$ cat src/hw/rtl/csd_pkg.sv
// Package for the complex spectrum divider: widths, register indexes,
// pipeline word types and the one-bit restoring division step. No dependencies.
`timescale 1ns / 1ps
package csd_pkg;

    localparam int COMPONENT_BITS = 16;
    localparam int MAG_W          = 2 * COMPONENT_BITS;
    localparam int INT_BITS       = 7;
    localparam int FRAC_BITS      = 17;
    localparam int QBITS          = INT_BITS + FRAC_BITS;
    localparam int OUT_W          = 24;
    localparam int BIAS_W         = 8;
    localparam int CFG_IDX_W      = 2;
    localparam int CFG_DATA_W     = 8;

    localparam logic [CFG_IDX_W-1:0] REG_CONJUGATE_MODE = CFG_IDX_W'(0);
    localparam logic [CFG_IDX_W-1:0] REG_DEN_BIAS       = CFG_IDX_W'(1);

    localparam logic signed [OUT_W-1:0] Q_MAX = {1'b0, {(OUT_W-1){1'b1}}};
    localparam logic signed [OUT_W-1:0] Q_MIN = {1'b1, {(OUT_W-1){1'b0}}};

    typedef logic signed [COMPONENT_BITS-1:0] comp_t;

    // Sign and magnitude of one numerator
    typedef struct packed {
        logic [MAG_W-1:0] mag;
        logic             neg;
    } smag_t;

    // Word leaving the front end
    typedef struct packed {
        smag_t            re;
        smag_t            im;
        logic [MAG_W-1:0] den;
        logic             ronly;
    } front_t;

    // One division lane
    typedef struct packed {
        logic [MAG_W-1:0]    rem;
        logic [QBITS-1:0]    quo;
        logic [INT_BITS-1:0] low_bits;
        logic                neg;
        logic                sat;
    } lane_t;

    // Word travelling down the divider
    typedef struct packed {
        lane_t            re;
        lane_t            im;
        logic [MAG_W-1:0] den;
        logic             zd;
        logic             ronly;
    } div_t;

    // Restoring step: bring in the next dividend bit, produce one quotient bit
    function automatic lane_t div_bit(lane_t l, logic [MAG_W-1:0] den);
        lane_t          o;
        logic [MAG_W:0] trial;
        logic           take;
        o     = l;
        trial = {l.rem, l.low_bits[INT_BITS-1]};
        take  = (trial >= {1'b0, den});
        if (take)
        begin
            trial = trial - {1'b0, den};
        end
        o.rem      = trial[MAG_W-1:0];
        o.quo      = {l.quo[QBITS-2:0], take};
        o.low_bits = {l.low_bits[INT_BITS-2:0], 1'b0};
        return o;
    endfunction

endpackage

$ cat src/hw/rtl/csd_front.sv
// Front end: products in the first stage, numerators and divisor in the second.
// Depends on csd_pkg.
`timescale 1ns / 1ps
module csd_front (
    input  logic                          clk,
    input  logic                          rst_n,
    input  logic                          en,
    input  logic                          in_valid,
    input  csd_pkg::comp_t                a_real,
    input  csd_pkg::comp_t                a_imag,
    input  csd_pkg::comp_t                b_real,
    input  csd_pkg::comp_t                b_imag,
    input  logic                          real_only,
    input  logic                          conj,
    input  logic [csd_pkg::BIAS_W-1:0]    bias,
    output logic                          out_valid,
    output csd_pkg::front_t               out_word
);
    import csd_pkg::*;

    logic signed [MAG_W-1:0] p_rr_reg, p_ii_reg, p_ir_reg, p_ri_reg, s_rr_reg, s_ii_reg;
    comp_t                   ar_reg, br_reg;
    logic                    ronly_reg, conj_reg, va_reg;
    logic [BIAS_W-1:0]       bias_reg;
    front_t                  word_next, word_reg;
    logic                    vb_reg;

    // Stage A: hold products of the accepted word
    always_ff @(posedge clk or negedge rst_n)
    begin
        if (!rst_n)
        begin
            va_reg <= 1'b0;
            vb_reg <= 1'b0;
        end
        else if (en)
        begin
            va_reg <= in_valid;
            vb_reg <= va_reg;
        end
    end

    always_ff @(posedge clk)
    begin
        if (en)
        begin
            p_rr_reg  <= a_real * b_real;
            p_ii_reg  <= a_imag * b_imag;
            p_ir_reg  <= a_imag * b_real;
            p_ri_reg  <= a_real * b_imag;
            s_rr_reg  <= b_real * b_real;
            s_ii_reg  <= b_imag * b_imag;
            ar_reg    <= a_real;
            br_reg    <= b_real;
            ronly_reg <= real_only;
            conj_reg  <= conj;
            bias_reg  <= bias;
            word_reg  <= word_next;
        end
    end

    // Stage B: combine products into signed numerators and the divisor, or use a_real, b_real if real-only
    always_comb
    begin
        logic signed [MAG_W:0]   sre, sim;
        logic signed [MAG_W-1:0] arx, brx;
        sre = conj_reg ? (MAG_W+1)'(p_rr_reg) - (MAG_W+1)'(p_ii_reg)
                       : (MAG_W+1)'(p_rr_reg) + (MAG_W+1)'(p_ii_reg);
        sim = conj_reg ? (MAG_W+1)'(p_ir_reg) + (MAG_W+1)'(p_ri_reg)
                       : (MAG_W+1)'(p_ir_reg) - (MAG_W+1)'(p_ri_reg);
        arx = MAG_W'(ar_reg);
        brx = MAG_W'(br_reg);
        word_next.ronly = ronly_reg;
        if (ronly_reg)
        begin
            word_next.re.mag = arx[MAG_W-1] ? MAG_W'(-arx) : MAG_W'(arx);
            word_next.re.neg = ar_reg[COMPONENT_BITS-1] ^ br_reg[COMPONENT_BITS-1];
            word_next.im.mag = '0;
            word_next.im.neg = 1'b0;
            word_next.den    = brx[MAG_W-1] ? MAG_W'(-brx) : MAG_W'(brx);
        end
        else
        begin
            word_next.re.mag = sre[MAG_W] ? MAG_W'(-sre) : MAG_W'(sre);
            word_next.re.neg = sre[MAG_W];
            word_next.im.mag = sim[MAG_W] ? MAG_W'(-sim) : MAG_W'(sim);
            word_next.im.neg = sim[MAG_W];
            word_next.den    = MAG_W'(s_rr_reg) + MAG_W'(s_ii_reg) + MAG_W'(bias_reg);
        end
    end

    assign out_valid = vb_reg;
    assign out_word  = word_reg;

endmodule

$ cat config.mk
export PLATFORM = sky130hd
export DESIGN_NAME = csd_front
export DESIGN_NICKNAME = d
export VERILOG_FILES = /design/src/hw/rtl/csd_pkg.sv /design/src/hw/rtl/csd_front.sv
export SDC_FILE = /design/constraint.sdc
export NUM_CORES = 2
export LEC_CHECK = 0
export BUFFER_PORTS_ARGS = -buffer_cell sky130_fd_sc_hd__buf_2
export CAP_MARGIN = 20
export CELL_PAD_IN_SITES_DETAIL_PLACEMENT = 1
export CELL_PAD_IN_SITES_GLOBAL_PLACEMENT = 1
export CORE_UTILIZATION = 56
export DETAILED_ROUTE_END_ITERATION = 7
export MAX_ROUTING_LAYER = met4
export PLACE_DENSITY_LB_ADDON = 0.1
export SLEW_MARGIN = 0
export SYNTH_ARGS = -nofsm -noshare
export SYNTH_HDL_FRONTEND = slang
export SYNTH_SLANG_ARGS = --single-unit
export TNS_END_PERCENT = 1
$ cat constraint.sdc
create_clock -name clk -period 9.92 [get_ports clk]
set_input_delay 0.992 -clock clk [delete_from_list [all_inputs] [get_ports clk]]
set_output_delay 0.992 -clock clk [all_outputs]
set_load 0.01 [all_outputs]
* Yosys cells after proc, flatten, opt, wreduce, memory -nomap -nowiden
Index checks and enable logic that the tools add are counted.
** Operators by class
- $add $sub $neg :: 10
- $mul :: 6
- Muxes and demuxes :: 7
- Bitwise operators :: 1
** Operators by type and width (number)
- $mul 16x16->32 :: 6
- $mux 32 :: 4
- $mux 98 :: 1
- $add 32x32->33 :: 2
- $mux 33 :: 2
- $sub 32x32->33 :: 2
- $neg 16->32 :: 2
- $neg 32->32 :: 2
- $add 32x32->32 :: 1
- $add 32x8->32 :: 1
- $xor 1x1->1 :: 1
** Storage, ports and cells
- Register bits after elaboration :: 335
- Input port bits :: 78
- Output and inout bits :: 100
- Word-level logic and storage cells :: 43

* Depth between registers and ports, before layout
- Depth in word-level cells :: 5
- Gate-level depth with buffers :: 27
- Gate-level depth less buffers :: 25

* Worst setup path before layout
OpenSTA, ideal clock, no wires.
- Path kind :: in2reg
- Start point :: input port b_imag[2]
- End point :: register p_ri_reg[30] (data pin)
- Library setup time :: 0.258 ns
- Arrival time :: 7.042 ns
- Required time :: 9.662 ns
- Setup slack :: 2.620 ns
- Stages :: 25
- Path buffers :: 3
- Path through :: clkbuf_1 -> clkbuf_1 -> nand2_1 -> fa_1 -> fa_1 -> fa_1 -> inv_1 -> fa_1 -> fa_1 -> inv_1 -> fa_1 -> inv_1 -> ha_1 -> clkbuf_1 -> a21o_1 -> a21o_1 -> a21oi_1 -> o41ai_1 -> a311oi_1 -> o21ai_0 -> o211ai_1 -> a31oi_1 -> a21o_1 -> a21oi_1 -> xnor2_1
** Between the ends
- Word-level cells in the longest chain between the ends :: 1
** RTL lines
- from (decl) :: line csd_front.sv:12 : input csd_pkg::comp_t b_imag,
- $mul 16x16->32 :: line csd_front.sv:50 : p_ri_reg <= a_real * b_imag;
- to (signal assigned) :: line csd_front.sv:50
- to (decl) :: line csd_front.sv:21 : logic signed [MAG_W-1:0] p_rr_reg, p_ii_reg, p_ir_reg, p_ri_reg, s_rr_reg, s_ii_reg;
No other way between the ends.
A chain may end at the register's enable or synchronous reset.

* Worst setup path after layout
- Start point :: input port b_imag[3]
- End point :: register s_ii_reg[31] (data pin)
** Between the ends
- Word-level cells in the longest chain between the ends :: 1
** RTL lines
- $mul 16x16->32 :: line csd_front.sv:52 : s_ii_reg <= b_imag * b_imag;
- to (signal assigned) :: line csd_front.sv:52
- to (decl) :: line csd_front.sv:21
No other way between the ends.

==> results.toml <==
[layout]
largest_reg_flops = 99
num-nets-final = 10300
drive_above_1_share_pct = 4.95
area_growth_pct = 5.47

[synth]
synth.avg_cell_area_um2 = 9.52
yosysTopAreaCell = "fa_1"
synth-main-ff-cell = "edfxtp_1"
netlist_area_um2 = 76700
synthArstFlopShare_pct = 0.602
yosys-top-cells-count = "inv_1 (1829), fa_1 (1524), nand2_1 (740)"
synth.ff_latch_count = 332
synth_edf_count = 330
yosys_warnings = 0
synthDominantCellAreaShare_pct = 39.8
ys_types = 94
ys_top_cells_by_area = "fa_1 (40%), edfxtp_1 (13%), ha_1 (10%), inv_1 (8.9%), and2_1 (4.7%)"
netlist_instances = 8062
ys_seq_area_share_pct = 13.0
synth_most_common_cell = "inv_1"

[setup_path]
arrival_ps = 8110
startpoint_type = "primary input"
critPathKind = "primary input to flip-flop"
crit_fanout = 32
crit_required_ps = 10310
worstSetupEndpointType = "flip-flop"

[floorplanning]
initial_utilization_pct = 56.6
die_x_um = 372
core_um2 = 136000
boundaryPins = 178
die_area_um2 = 138000
fp.dieH_um = 372
placementRows = 135

[cts]
clk_latency_ps = 670
cts_tree = "yes"
cts-buffers-inserted = 46
htree_levels = 2
clkTransAtPathRegs_ps = 60
root_buffer = "clkbuf_16"
clockBufferDepth = 3
cts_setup_buffers = 0
ctsResizeCount = 0
cts_sinks = 332
postCtsHoldBufs = 0

[routing]
wl_per_cell_um = 23.3
first_pass_iters = 5
final_antenna_net_count = 0
wl_um = 230000
vias = 56900
drc = 0
viasPerCell = 5.77
drt_iter0_markers = 3303

[timing]
post-route-min-period_ps = 7720
hold_viol = 0
slew_viol_final = 0
fin_ws_ps = 2200
finalCritPeriodShare_pct = 77.8
max_freq_ghz = 0.130
slew_headroom_pct = 26.2
skew_ps = 51.1
tns_ps = 0
finalSetupViolCount = 0
rsz0062_at_grt = "no"
worst_pin_slew_ps = 1110

[placed_design]
place.gp.congestion = 0.922
hpwl_um = 186000
port-buffer-count = 177
pre_cts_ws_ps = 1650

[worst_hold_path]
hp-class = "primary input to asynchronous set/reset pin"

[global_routing]
grt_pass1_vias = 64600
grt_pass1_wl_um = 365000
antenna_found_initial = 15
gr-total-overflow = 0
grt_usage_pct = 35.4
grt_max_degree = 86

[run]
maxCapViolCount = 0

[run_status]
status = "finished clean"
[layout by cell type (no fill, tap or decap), types with 57 or more instances in the layout]
| cell type | Yosys | layout |
|---|---|---|
| xor2_1 | 132 | 132 |
| a21o_1 | 126 | 126 |
| buf_4 | 1 | 82 |
| a21oi_1 | 253 | 253 |
| o21ai_0 | 132 | 132 |
| fa_1 | 1524 | 1524 |
| inv_1 | 1829 | 1828 |
| ha_1 | 639 | 639 |
| and2_1 | 579 | 579 |
| nor2_1 | 349 | 349 |
| nand2_1 | 740 | 740 |
| buf_2 | 10 | 176 |
| edfxtp_1 | 330 | 330 |
| nand3_1 | 57 | 57 |
| nor3_1 | 75 | 75 |
| xnor2_1 | 310 | 310 |
[worst max-delay path: stages]
cell,delay (ps)
buf_2,670
inv_1,470
nor2_1,330
fa_1,630
fa_1,950
fa_1,550
fa_1,520
fa_1,500
inv_1,50
fa_1,470
inv_1,40
ha_1,380
o21a_1,160
o21a_1,150
nand4_1,100
o21ai_0,260
o21bai_1,190
o21ai_0,290
o21ai_0,160
a21oi_1,160
a31oi_1,50
[cells by family (layout without fill, tap and decap cells)]
| kind of cell | count (synthesis) | after routing | synth area share [%] |
|---|---|---|---|
| adders and majority gates | 2163 | 2163 | 50.2 |
| AOI/OAI and AO/OA | 866 | 866 | 7.49 |
| xor gates and xnor gates | 442 | 442 | 5.05 |
| and+or+nand+nor | 2076 | 2076 | 13.4 |
| buffers and inverters | 2156 | 2177 | 10.6 |
| other | 1 | 13 | 0.00489 |
| muxes | 26 | 26 | 0.344 |
| DFF | 332 | 332 | 13.0 |
[path summary, 6_finish.rpt]
check	end	start	slack, ps	cells after the start
setup / recovery	s_ii_reg[31]	b_imag[3]	2200	21
hold / removal	va_reg	rst_n	90	1
setup reg to reg	out_word[96]	p_ii_reg[4]	3580	18
hold reg to reg	va_reg	va_reg	520	1
max in group asynchronous	out_valid	rst_n	9730	1
min in group clk	bias_reg[4]	bias[4]	500	1
[final cells by class]
cell class              count  area [um^2]
flip-flops and latches    332         9960
repair buffers            260         1520
multi-input cells        5575        58600
fillers                 15300        54700
inverters                1831         6870
well taps                1781         2230
clock buffers              50         1170
diodes                     11         27.5
clock inverters            36          494
[per-layer routing]
layer  vias up  wire length, um  GRT usage [%]
met5         -                0              -
met4         0             8620           12.4
met3       429            16000           5.27
met2      1805           112000           57.8
met1     30000            93000           45.1
li1      24700                -              -
[per-stage QoR]
stage	hold WS, ps	utilization (%)	cells	area (um^2)
6_report	93.6	59.7	9876	80900
4_1_cts	65.0	59.6	9864	80900
3_3_place_gp	484	58.4	9778	79200
2_1_floorplan	424	-	8063	76700
3_5_place_dp	508	58.4	9778	79200
5_1_grt	74.2	59.6	9873	80900
Power is not shown: default switching activity piles up to over one toggle a cycle in this logic, so the estimate is an artifact.
